--- config.mk ---
export PLATFORM = sky130hd
export DESIGN_NAME = multi_encoder_step_sequencer_input_unit
export DESIGN_NICKNAME = d
export VERILOG_FILES = /design/src/rtl/core/msseq_pkg.sv /design/src/rtl/core/msseq_ctrl.sv /design/src/rtl/core/msseq_datapath.sv /design/src/rtl/core/multi_encoder_step_sequencer_input_unit.sv
export SDC_FILE = /design/constraint.sdc
export NUM_CORES = 2
export LEC_CHECK = 0
export BUFFER_PORTS_ARGS = -buffer_cell sky130_fd_sc_hd__buf_2
export CORE_UTILIZATION = 58
export CTS_CLUSTER_DIAMETER = 150
export DETAILED_ROUTE_END_ITERATION = 8
export PLACE_DENSITY = 0.74
export SLEW_MARGIN = 20
export SYNTH_ARGS = -nofsm -noshare
export SYNTH_HDL_FRONTEND = slang
export SYNTH_SLANG_ARGS = --single-unit
--- constraint.sdc ---
create_clock -name clk -period 6.83 [get_ports clk]
set_clock_uncertainty 0.1 [all_clocks]
set_input_delay 0.3415 -clock clk [delete_from_list [all_inputs] [get_ports clk]]
set_output_delay 0.3415 -clock clk [all_outputs]
set_load 0.01 [all_outputs]
--- src/rtl/core/msseq_pkg.sv ---
// shared types, constants and the quadrature table of the step sequencer input unit
`timescale 1ns / 1ps

package msseq_pkg;

    localparam int NUM_SLOTS = 8;
    localparam logic [2:0] LAST_SLOT = 3'(NUM_SLOTS - 1);

    // configuration register reset values
    localparam logic [7:0] DEBOUNCE_RESET      = 8'd30;
    localparam logic [8:0] TEMPO_MIN_RESET     = 9'd60;
    localparam logic [8:0] TEMPO_MAX_RESET     = 9'd360;
    localparam logic [8:0] TEMPO_DEFAULT_RESET = 9'd120;
    localparam logic [8:0] TEMPO_RESET         = 9'd120;

    // configuration register indexes
    typedef enum logic [1:0] {
        CFG_DEBOUNCE      = 2'd0,
        CFG_TEMPO_MIN     = 2'd1,
        CFG_TEMPO_MAX     = 2'd2,
        CFG_TEMPO_DEFAULT = 2'd3
    } cfg_reg_t;

    typedef enum logic [1:0] {
        ST_IDLE,
        ST_UPDATE,
        ST_FIRST,
        ST_EMIT
    } ctrl_state_t;

    // controller to datapath commands
    typedef struct packed {
        logic       capture;
        logic       update;
        logic       load;
        logic       first;
        logic [2:0] slot;
    } cmd_t;

    // x4 decode table indexed by {prev a, prev b, cur a, cur b}
    function automatic logic signed [1:0] quad_delta(input logic [3:0] idx);
        logic signed [1:0] d;
        case (idx)
            4'd1, 4'd7, 4'd8, 4'd14: d = -2'sd1;
            4'd2, 4'd4, 4'd11, 4'd13: d = 2'sd1;
            default: d = 2'sd0;
        endcase
        return d;
    endfunction

endpackage

--- src/rtl/core/msseq_ctrl.sv ---
// controller state machine of the step sequencer input unit
`timescale 1ns / 1ps

module msseq_ctrl
    import msseq_pkg::*;
(
    input  logic clk,
    input  logic rst_n,
    input  logic in_valid,
    output logic in_stall,
    output logic out_valid,
    input  logic out_stall,
    output cmd_t cmd
);

    ctrl_state_t state_reg, state_next;
    logic [2:0]  slot_reg, slot_next;

    always_ff @(posedge clk or negedge rst_n)
    begin
        if (!rst_n)
        begin
            state_reg <= ST_IDLE;
            slot_reg  <= '0;
        end
        else
        begin
            state_reg <= state_next;
            slot_reg  <= slot_next;
        end
    end

    always_comb
    begin
        state_next  = state_reg;
        slot_next   = slot_reg;
        in_stall    = 1'b1;
        out_valid   = 1'b0;
        cmd         = '0;
        unique case (state_reg)
            ST_IDLE:
            begin
                in_stall = 1'b0;
                if (in_valid)
                begin
                    cmd.capture = 1'b1;
                    state_next  = ST_UPDATE;
                end
            end
            ST_UPDATE:
            begin
                cmd.update = 1'b1;
                state_next = ST_FIRST;
            end
            ST_FIRST:
            begin
                cmd.load   = 1'b1;
                cmd.first  = 1'b1;
                cmd.slot   = '0;
                slot_next  = '0;
                state_next = ST_EMIT;
            end
            ST_EMIT:
            begin
                out_valid = 1'b1;
                if (!out_stall)
                begin
                    if (slot_reg == LAST_SLOT)
                    begin
                        state_next = ST_IDLE;
                    end
                    else
                    begin
                        cmd.load  = 1'b1;
                        cmd.slot  = slot_reg + 3'd1;
                        slot_next = slot_reg + 3'd1;
                    end
                end
            end
            default:
            begin
                state_next = ST_IDLE;
            end
        endcase
    end

    // a captured sample shows its first word after the update and first-load states
    a_first_word: assert property (@(posedge clk) disable iff (!rst_n)
        (in_valid && !in_stall) |-> ##3 out_valid)
        else $error("first word not shown after sample");

    // no sample is taken while a word is pending
    a_no_overlap: assert property (@(posedge clk) disable iff (!rst_n)
        !in_stall |-> !out_valid)
        else $error("sample taken during emission");

    // a taken word that is not the last is followed by the next slot
    a_slot_advance: assert property (@(posedge clk) disable iff (!rst_n)
        (out_valid && !out_stall && slot_reg != LAST_SLOT) |=>
        (out_valid && slot_reg == $past(slot_reg) + 3'd1))
        else $error("slot did not advance");

    // after the last word the unit is ready again
    a_run_done: assert property (@(posedge clk) disable iff (!rst_n)
        (out_valid && !out_stall && slot_reg == LAST_SLOT) |=> (!out_valid && !in_stall))
        else $error("run did not end after last slot");

endmodule

--- src/rtl/core/msseq_datapath.sv ---
// datapath of the step sequencer input unit: decode, buttons, positions and output words
`timescale 1ns / 1ps

module msseq_datapath
    import msseq_pkg::*;
#(
    parameter int CHIP0_ENCODERS  = 5,
    parameter int CHIP1_ENCODERS  = 4,
    parameter int BUTTON_BASE_PIN = 10
)
(
    input  logic               clk,
    input  logic               rst_n,
    input  cmd_t               cmd,
    input  logic               cfg_we,
    input  logic [1:0]         cfg_index,
    input  logic [8:0]         cfg_data,
    input  logic               expander_sel,
    input  logic [15:0]        port_bits,
    input  logic [31:0]        now_ms,
    output logic [2:0]         step_slot,
    output logic signed [31:0] step_value,
    output logic               step_on,
    output logic [8:0]         tempo,
    output logic               run_end
);

    localparam int ENC_TOTAL = CHIP0_ENCODERS + CHIP1_ENCODERS;
    localparam int STEP_ENC  = ENC_TOTAL - 1;

    // configuration
    logic [7:0] debounce_reg;
    logic [8:0] tempo_min_reg, tempo_max_reg, tempo_default_reg;

    always_ff @(posedge clk or negedge rst_n)
    begin
        if (!rst_n)
        begin
            debounce_reg      <= DEBOUNCE_RESET;
            tempo_min_reg     <= TEMPO_MIN_RESET;
            tempo_max_reg     <= TEMPO_MAX_RESET;
            tempo_default_reg <= TEMPO_DEFAULT_RESET;
        end
        else if (cfg_we)
        begin
            unique case (cfg_reg_t'(cfg_index))
                CFG_DEBOUNCE:      debounce_reg      <= cfg_data[7:0];
                CFG_TEMPO_MIN:     tempo_min_reg     <= cfg_data;
                CFG_TEMPO_MAX:     tempo_max_reg     <= cfg_data;
                CFG_TEMPO_DEFAULT: tempo_default_reg <= cfg_data;
                default:           debounce_reg      <= debounce_reg;
            endcase
        end
    end

    // captured sample
    logic        sel_reg;
    logic [15:0] port_reg;
    logic [31:0] now_reg;

    always_ff @(posedge clk)
    begin
        if (cmd.capture)
        begin
            sel_reg  <= expander_sel;
            port_reg <= port_bits;
            now_reg  <= now_ms;
        end
    end

    // encoder state
    logic [15:0]        prev_port_reg   [2];
    logic               prev_button_reg [ENC_TOTAL];
    logic [31:0]        press_time_reg  [ENC_TOTAL];
    logic signed [31:0] position_reg    [STEP_ENC];
    logic               enabled_reg     [STEP_ENC];
    logic [8:0]         tempo_reg;

    logic signed [1:0] tempo_delta;
    logic              tempo_hit, tempo_press;

    always_ff @(posedge clk or negedge rst_n)
    begin
        if (!rst_n)
        begin
            prev_port_reg[0] <= '1;
            prev_port_reg[1] <= '1;
        end
        else if (cmd.update)
        begin
            prev_port_reg[sel_reg] <= port_reg;
        end
    end

    for (genvar g = 0; g < ENC_TOTAL; g++)
    begin : g_enc
        localparam int CHIP = (g < CHIP0_ENCODERS) ? 0 : 1;
        localparam int R    = (g < CHIP0_ENCODERS) ? g : g - CHIP0_ENCODERS;
        localparam int PA   = 2 * R;
        localparam int PB   = 2 * R + 1;
        localparam int PBTN = (BUTTON_BASE_PIN + R) % 16;

        logic [3:0]        qidx;
        logic signed [1:0] delta;
        logic              btn, hit, press;
        logic [31:0]       elapsed;

        assign qidx    = {prev_port_reg[CHIP][PA], prev_port_reg[CHIP][PB],
                          port_reg[PA], port_reg[PB]};
        assign delta   = quad_delta(qidx);
        assign btn     = port_reg[PBTN];
        assign hit     = cmd.update && (sel_reg == 1'(CHIP));
        assign elapsed = now_reg - press_time_reg[g];
        // falling edge, outside the debounce window
        assign press   = hit && !btn && prev_button_reg[g] &&
                         (elapsed > {24'd0, debounce_reg});

        always_ff @(posedge clk or negedge rst_n)
        begin
            if (!rst_n)
            begin
                prev_button_reg[g] <= 1'b1;
                press_time_reg[g]  <= '0;
            end
            else
            begin
                if (hit)
                begin
                    prev_button_reg[g] <= btn;
                end
                if (press)
                begin
                    press_time_reg[g] <= now_reg;
                end
            end
        end

        if (g == 0)
        begin : g_tempo
            assign tempo_delta = delta;
            assign tempo_hit   = hit;
            assign tempo_press = press;
        end
        else
        begin : g_step
            logic signed [31:0] pos_sum;
            logic               pos_hold;

            assign pos_sum  = position_reg[g-1] + {{30{delta[1]}}, delta};
            // saturate at the signed 32-bit limits
            assign pos_hold = (delta == 2'sd1 && position_reg[g-1] == 32'sh7fffffff) ||
                              (delta == -2'sd1 && position_reg[g-1] == 32'sh80000000);

            always_ff @(posedge clk or negedge rst_n)
            begin
                if (!rst_n)
                begin
                    position_reg[g-1] <= '0;
                    enabled_reg[g-1]  <= 1'b1;
                end
                else
                begin
                    if (hit && enabled_reg[g-1] && !pos_hold)
                    begin
                        position_reg[g-1] <= pos_sum;
                    end
                    if (press)
                    begin
                        enabled_reg[g-1] <= !enabled_reg[g-1];
                    end
                end
            end
        end
    end

    // tempo: step and clamp, a button press restores the default unclamped
    logic signed [10:0] tempo_sum;
    logic [8:0]         tempo_clamped;

    assign tempo_sum = $signed({2'b00, tempo_reg}) + {{9{tempo_delta[1]}}, tempo_delta};

    always_comb
    begin
        if (tempo_sum < $signed({2'b00, tempo_min_reg}))
        begin
            tempo_clamped = tempo_min_reg;
        end
        else if (tempo_sum > $signed({2'b00, tempo_max_reg}))
        begin
            tempo_clamped = tempo_max_reg;
        end
        else
        begin
            tempo_clamped = tempo_sum[8:0];
        end
    end

    always_ff @(posedge clk or negedge rst_n)
    begin
        if (!rst_n)
        begin
            tempo_reg <= TEMPO_RESET;
        end
        else if (tempo_press)
        begin
            tempo_reg <= tempo_default_reg;
        end
        else if (tempo_hit)
        begin
            tempo_reg <= tempo_clamped;
        end
    end

    // per slot view, slot k shows encoder k+1
    logic               slot_on  [NUM_SLOTS];
    logic signed [31:0] slot_pos [NUM_SLOTS];

    for (genvar k = 0; k < NUM_SLOTS; k++)
    begin : g_slot
        if (k < STEP_ENC)
        begin : g_real
            assign slot_on[k]  = enabled_reg[k];
            assign slot_pos[k] = position_reg[k];
        end
        else
        begin : g_none
            assign slot_on[k]  = 1'b0;
            assign slot_pos[k] = '0;
        end
    end

    // output word; the value register also carries the last enabled value
    logic [2:0]         step_slot_reg;
    logic signed [31:0] step_value_reg;
    logic               step_on_reg, run_end_reg;

    always_ff @(posedge clk)
    begin
        if (cmd.load)
        begin
            step_slot_reg <= cmd.slot;
            step_on_reg   <= slot_on[cmd.slot];
            run_end_reg   <= (cmd.slot == LAST_SLOT);
            if (slot_on[cmd.slot])
            begin
                step_value_reg <= slot_pos[cmd.slot];
            end
            else if (cmd.first)
            begin
                step_value_reg <= '0;
            end
        end
    end

    assign step_slot  = step_slot_reg;
    assign step_value = step_value_reg;
    assign step_on    = step_on_reg;
    assign run_end    = run_end_reg;
    assign tempo      = tempo_reg;

endmodule

--- src/rtl/core/multi_encoder_step_sequencer_input_unit.sv ---
// top level of the multi encoder step sequencer input unit
`timescale 1ns / 1ps

// takes one 16-bit port word from one of two expanders together with a millisecond
// timestamp, x4-decodes the a/b pin pairs of that expander's encoders, steps the clamped
// tempo (encoder 0) or the saturating positions of enabled encoders, handles debounced
// active-low button presses (tempo default or enable toggle), then emits eight step
// words for encoders 1..8, run_end marking the eighth. a sample passes through accept,
// an update step in which all encoders of the sampled expander are handled in parallel,
// a load of slot 0, then one emitted word per cycle while the output is not stalled.
// input stall stays high from accept until the last word is taken. configuration
// writes are applied at once and belong to idle periods.
module multi_encoder_step_sequencer_input_unit
    import msseq_pkg::*;
#(
    parameter int CHIP0_ENCODERS  = 5,
    parameter int CHIP1_ENCODERS  = 4,
    parameter int BUTTON_BASE_PIN = 10
)
(
    input  logic               clk,
    input  logic               rst_n,
    // configuration write port
    input  logic               cfg_we,
    input  logic [1:0]         cfg_index,
    input  logic [8:0]         cfg_data,
    // sample channel
    input  logic               in_valid,
    output logic               in_stall,
    input  logic               expander_sel,
    input  logic [15:0]        port_bits,
    input  logic [31:0]        now_ms,
    // step word channel
    output logic               out_valid,
    input  logic               out_stall,
    output logic [2:0]         step_slot,
    output logic signed [31:0] step_value,
    output logic               step_on,
    output logic [8:0]         tempo,
    output logic               run_end
);

    cmd_t cmd;

    // sequencer: capture, update, then one load per slot
    msseq_ctrl u_ctrl (
        .clk       (clk),
        .rst_n     (rst_n),
        .in_valid  (in_valid),
        .in_stall  (in_stall),
        .out_valid (out_valid),
        .out_stall (out_stall),
        .cmd       (cmd)
    );

    // encoder state, config registers and output word register
    msseq_datapath #(
        .CHIP0_ENCODERS  (CHIP0_ENCODERS),
        .CHIP1_ENCODERS  (CHIP1_ENCODERS),
        .BUTTON_BASE_PIN (BUTTON_BASE_PIN)
    ) u_datapath (
        .clk          (clk),
        .rst_n        (rst_n),
        .cmd          (cmd),
        .cfg_we       (cfg_we),
        .cfg_index    (cfg_index),
        .cfg_data     (cfg_data),
        .expander_sel (expander_sel),
        .port_bits    (port_bits),
        .now_ms       (now_ms),
        .step_slot    (step_slot),
        .step_value   (step_value),
        .step_on      (step_on),
        .tempo        (tempo),
        .run_end      (run_end)
    );

endmodule
Word level (Yosys, flattened, before mapping)
Memory sizes are Yosys's and may differ from the RTL's.
Cells that the tools add are included.
{"block": "totals", "reg_bits": 728, "rom_bits": 288, "in_bits": 65, "n_memories": 9}
{"memory": "(no name shown)", "depth": 16, "word_bits": 2, "read_ports": 1, "rd_ports_with_merged_regs": 0, "wr": 0, "line_no": "msseq_pkg.sv:43", "rtl": "case (idx)"}
{"memory": "(no name shown)", "depth": 16, "word_bits": 2, "read_ports": 1, "rd_ports_with_merged_regs": 0, "wr": 0, "line_no": "msseq_pkg.sv:43"}
{"memory": "(no name shown)", "depth": 16, "word_bits": 2, "read_ports": 1, "rd_ports_with_merged_regs": 0, "wr": 0, "line_no": "msseq_pkg.sv:43"}
{"memory": "(no name shown)", "depth": 16, "word_bits": 2, "read_ports": 1, "rd_ports_with_merged_regs": 0, "wr": 0, "line_no": "msseq_pkg.sv:43"}
{"memory": "(no name shown)", "depth": 16, "word_bits": 2, "read_ports": 1, "rd_ports_with_merged_regs": 0, "wr": 0, "line_no": "msseq_pkg.sv:43"}
{"memory": "(no name shown)", "depth": 16, "word_bits": 2, "read_ports": 1, "rd_ports_with_merged_regs": 0, "wr": 0, "line_no": "msseq_pkg.sv:43"}
{"memory": "+3 memories"}
{"block": "classes", "addsub": 19, "order_cmp": 14, "n_eq_ne": 44, "n_mux": 34, "n_bitwise": 3, "n_reduce_logical": 103}
{"op": "32-bit == test (second input constant)", "n": 16}
{"op": "32-bit by 8-bit > comparator with 1-bit output", "n": 9}
{"op": "32-bit subtractor", "n": 9}
{"op": "32-bit adder", "n": 8}
{"op": "32-bit 2-to-1 mux", "n": 4}
{"op": "32-bit binary-select mux with 3-bit select", "n": 1}
{"op": "1-bit logical AND", "n": 62}
{"op": "9-bit 2-to-1 mux", "n": 4}
{"op": "32-bit bitwise mux", "n": 1}
{"op": "2-bit == test (second input constant)", "n": 12}
{"op": "1-bit logical NOT", "n": 21}
{"op": "2-bit by 1-bit == test with 1-bit output (second input constant)", "n": 10}
{"op": "16-bit demux with 1-bit select", "n": 1}
{"op": "16-bit 2-to-1 mux", "n": 1}
{"op": "3-bit 2-to-1 mux", "n": 5}
{"op": "10-bit by 2-bit adder with 11-bit output", "n": 1}
{"op": "11-bit by 10-bit > comparator with 1-bit output", "n": 1}
{"op": "11-bit by 10-bit < comparator with 1-bit output", "n": 1}
{"op": "1-bit 2-to-1 mux", "n": 10}
{"op": "2-bit AND reduction", "n": 5}
{"op": "1-bit logical OR", "n": 8}
{"op": "2-bit case mux with 4 select lines", "n": 1}
{"op": "3-bit == test (second input constant)", "n": 2}
{"op": "2-bit 2-to-1 mux", "n": 3}
{"op": "other kinds (15)", "n": 21}

Longest topological paths before layout
{"block": "depth", "ltp_word": 10, "mapped_depth": 24, "depth_no_buf": 22}

Cells and area by module
Synthesis repeated with hierarchy kept, for this count alone.
{"block": "unflattened", "cells_unflattened": 6601, "hier_area_um2": 62008.2}
{"mod": "msseq_datapath", "instances": 1, "cells_each": 6567, "area_each_um2": 61631.6, "seq_area_each_um2": 18211.2}
{"mod": "msseq_ctrl", "instances": 1, "cells_each": 34, "area_each_um2": 376.6, "seq_area_each_um2": 125.1}

Worst setup path before layout
Ideal clock, no wire load.
{"block": "synth_timing", "path_type": "register to register", "start": "reg u_datapath.port_reg[5]", "end": "reg u_datapath.position_reg[222] (netlist bit)", "t_arrival_ns": 4.905, "t_required_ns": 6.605, "setup_slack_ns": 1.700, "stages_incl_launch_ff": 19, "path_buffers": 0, "period_less_slack_ns": 5.130, "path_cell_list": "edfxtp_1 -> inv_1 -> ha_1 -> mux2_2 -> o21ai_0 -> inv_1 -> ha_1 -> a211o_1 -> a21o_1 -> a221o_1 -> a32o_1 -> o21bai_1 -> a21oi_1 -> a21o_1 -> o31a_1 -> or4_1 -> a31oi_1 -> xnor2_1 -> mux2_2"}
{"block": "synth_between", "elab_chain_len": 6, "word_cells_on_any_way": 9, "cone_classes": "add/sub: 1; eq/ne: 2; reduce/logical: 5; memory: 1"}
{"element": "start: declaration", "line_no": "msseq_datapath.sv:58", "rtl": "logic [15:0] port_reg;"}
{"element": "start signal: assignment", "line_no": "msseq_datapath.sv:66", "rtl": "port_reg <= port_bits;"}
{"element": "memory 16 x 2 bit *"}
{"element": "parallel branches: the longest is 5 deep, another holds 32-bit adder"}
{"element": "end signal: indexed assignment", "line_no": "msseq_datapath.sv:165", "rtl": "position_reg[g-1] <= pos_sum;"}
{"element": "end: declaration", "line_no": "msseq_datapath.sv:75", "rtl": "logic signed [31:0] position_reg [STEP_ENC];"}
Every way passes the cells marked *.
A chain may end at the register's enable or synchronous reset.

Final worst setup path
{"block": "layout_timing", "start": "reg u_datapath.now_reg[0]", "end": "reg u_datapath.press_time_reg[143] (netlist bit)"}
{"block": "layout_between", "elab_chain_len": 3}
{"element": "start: declaration", "line_no": "msseq_datapath.sv:59", "rtl": "logic [31:0] now_reg;"}
{"element": "start signal: assignment", "line_no": "msseq_datapath.sv:67", "rtl": "now_reg <= now_ms;"}
{"element": "32-bit subtractor", "line_no": "msseq_datapath.sv:113", "rtl": "assign elapsed = now_reg - press_time_reg[g];"}
{"element": "32-bit by 8-bit > comparator with 1-bit output", "line_no": "msseq_datapath.sv:116", "rtl": "(elapsed > {24'd0, debounce_reg});"}
{"element": "1-bit logical AND", "line_no": "msseq_datapath.sv:115", "rtl": "assign press = hit && !btn && prev_button_reg[g] &&"}
{"element": "end signal: indexed assignment", "line_no": "msseq_datapath.sv:133", "rtl": "press_time_reg[g] <= now_reg;"}
{"element": "end: declaration", "line_no": "msseq_datapath.sv:74", "rtl": "logic [31:0] press_time_reg [ENC_TOTAL];"}
No other way between the ends.

==> results.toml <==
[grt]
grt_pass1_wl_um = 265000
grt_usage = 0.310
grt_remaining_overflow = 0
grt_max_degree = 161
antenna_found_initial = 3
first_global_vias = 49400

[floorplan]
ios = 113
die_x_um = 326
start_util = 0.586
die-height_um = 326
core_area_um2 = 104000
row_count = 118
dieArea_um2 = 106000

[timing]
slew_violations = 0
setup_viol = 0
hold_viol_final = 0
tns_ps = 0
timing.fmax_mhz = 165
rsz0062_at_grt = "false"
tightestPinTransition_ps = 1130
min_period_ps = 6060
max_slew_margin = 0.244
fin_crit_sh = 0.887

[power]
p_per_area_nw_per_um2 = 546
report.power.total_mw = 36.4
leakagePower_nw = 30.0
max-vdd-ir-drop_uv = 421

[drt]
routed_via_density = 6.34
drtAntennaViolNets = 0
routed-via-count = 51700
drc = 0
wl_per_cell_um = 20.5
drt_first_iter_violations = 4269
firstDrtPassIters = 7
finalWirelength_um = 167000

[synth]
synth_fp_nets = 7279
synth-seq-cells = 713
synth.largest_area_cell = "dfrtp_1"
syn_area_um2 = 60700
synth_cell_types = 102
syn-mean-instance-area_um2 = 9.28
syn_inst = 6541
synth_top_area_frac = 0.236
synth_edf_count = 85
synthTopCellsByArea = "dfrtp_1, ha_1, mux2_2"
ys.flop_type = "dfrtp_1"
async_reset_ff_frac = 0.881
seq_area_frac_synth = 0.302
synth_warnings = 0

[min_path]
holdPathStages = 5
holdPathEnd = "u_datapath.debounce_reg[4]"
holdCritStartpoint = "cfg_index[0]"
hp-class = "input port to register"

[placed_design]
hpwl_um = 122000
place.gp.congestion = 1.00
port_buffers = 111

[clock_tree]
clk_pin_slew_ps = 60
clock_sinks = 713
cts_tree = "yes"
clk_latency_ps = 690
cts-root-buf = "clkbuf_16"
cts-resized-gates = 0
htree_levels = 3
numCtsBuffers = 85
clk_path_buf_depth = 3

[critical_path]
crit_chain = "inv_1 -> ha_1 -> inv_1 -> fa_1 -> a21oi_1 -> o21ai_0 -> a21oi_1 -> xnor2_1 -> ha_1 -> a21o_1 -> a21oi_1 -> o2111ai_1 -> a2111oi_0 -> o2111ai_1 -> a2111oi_0 -> o2111ai_1 -> nor4_1 -> nand4b_1 -> nor4_2 -> a41oi_4 -> buf_4 -> mux2_1"
cp_slowest_cell = "edfxtp_1"
required_ps = 7260
critPathKind = "register to register"
r2r-start = "u_datapath.now_reg[0]"
cp.arrival_ps = 6490
r2r_end = "u_datapath.press_time_reg[143]"
ff2ff_setup_slack_ps = 770
path_max_fanout = 12
max_stage_delay_ps = 570
cpLargestDelayFamily = "compound AO/OA/AOI/OAI gates"
worstPathBufferInverterCount = 3
endpoint_kind = "register"
startpoint_type = "register"
r2r_cells = 22

[layout]
regArea_um2 = 18300
multiInputGateArea_um2 = 39800
final_nets = 7442
fillers = 8618
layout-drive-gt1-share = 0.153
areaGrowthSynthToFinish_pct = 9.70
largest_reg_flops = 288

[status]
status = "completed"

[run]
maxCapViolCount = 0
## cells in the final DEF (no fill, tap or decap), drive strengths merged, types with 40 or more instances in the layout
master	synthesis	layout
nand2	340	340
nor3	128	128
nand3	127	127
dfrtp	573	573
nor2b	74	74
nand4	146	146
edfxtp	85	85
xnor2	275	275
o221ai	49	49
o22ai	49	49
a21o	242	242
o21bai	59	59
o211ai	40	40
a31oi	64	64
nand2b	72	72
nor2	371	371
ha	655	655
and3	58	58
dlygate4sd3	0	60
buf	41	199
nor4	99	99
a211oi	53	53
mux2	548	548
dfstp	55	55
mux2i	46	46
clkbuf	142	107
o21a	98	98
mux4	40	40
or3	41	41
o21ai	302	302
xor2	112	112
a21oi	530	530
inv	513	522
## synthesized netlist by cell type, types with 85 or more instances
library cell / number
xnor2_1: 275
ha_1: 655
nand4_1: 146
nor3_1: 128
nor4_1: 97
inv_1: 513
o21ai_0: 299
nor2_1: 371
clkbuf_1: 141
mux2_2: 514
o21a_1: 98
a21oi_1: 529
edfxtp_1: 85
nand2_1: 340
xor2_1: 112
dfrtp_1: 573
a21o_1: 242
nand3_1: 127
## report_power, final
part           switching, mW  internal, mW  total, mW
combinational           13.0          10.5       23.5
sequential              1.99          6.21       8.20
clock                   1.99          2.67       4.66
## tightest hold or removal path: stages
cell and delay, ps:
buf_2 110, nor3b_1 60, buf_4 170, nand2_1 60, o21ai_0 70
## how the worst max path moves through the flow
stage / startpoint / end / cells past startpoint
2_1_floorplan: u_datapath.port_reg[5] / u_datapath.position_reg[222] / 18
3_3_place_gp: u_datapath.now_reg[0] / u_datapath.press_time_reg[142] / 22
3_5_place_dp: u_datapath.now_reg[0] / u_datapath.press_time_reg[142] / 22
4_1_cts: u_datapath.now_reg[0] / u_datapath.press_time_reg[143] / 22
5_1_grt: u_datapath.now_reg[0] / u_datapath.press_time_reg[143] / 22
6_report: u_datapath.now_reg[0] / u_datapath.press_time_reg[143] / 22
## cells by family after synthesis
family                     share of synthesized area
AOI/OAI and AO/OA                              0.194
xor gates and xnor gates                      0.0558
adders and majority gates                      0.141
buffers and inverters                         0.0444
DFF                                            0.302
muxes                                          0.124
and+or+nand+nor                                0.139
## through the flow
| step | util | setup slack [ps] | hold WS [ps] | instance area [um^2] | instances |
|---|---|---|---|---|---|
| 4_1_cts | 0.642 | 813 | 28.5 | 66500 | 8154 |
| 6_report | 0.643 | 772 | 70.2 | 66600 | 8161 |
| 2_1_floorplan | - | 1700 | -54.1 | 60700 | 6541 |
| 3_3_place_gp | 0.608 | 1060 | 343 | 63100 | 7932 |
| 5_1_grt | 0.643 | 291 | 85.1 | 66600 | 8156 |
| 3_5_place_dp | 0.609 | 868 | 348 | 63100 | 7935 |
## area by class of cell
class,instances,share of cell area
well taps,1380,0.0259
diodes,5,0.000188
multi-input cells,5131,0.598
flip-flops and latches,713,0.275
repair buffers,259,0.0295
clock inverters,52,0.00783
inverters,514,0.0290
clock buffers,107,0.0344
## routing by layer
| layer | wire [um] | vias up | global-route usage |
|---|---|---|---|
| li1 | - | 24700 | - |
| met1 | 71800 | 24900 | 0.405 |
| met2 | 75600 | 1668 | 0.500 |
| met3 | 10500 | 425 | 0.0493 |
| met4 | 9020 | 0 | 0.151 |
| met5 | 0 | - | 0 |
## timing repair
item,4_1_cts,5_1_grt
endpoints found under the hold margin,175,0
hold buffers,60,0
buffers inserted,0,0
Note: power is estimated with default switching activity, not from simulation.
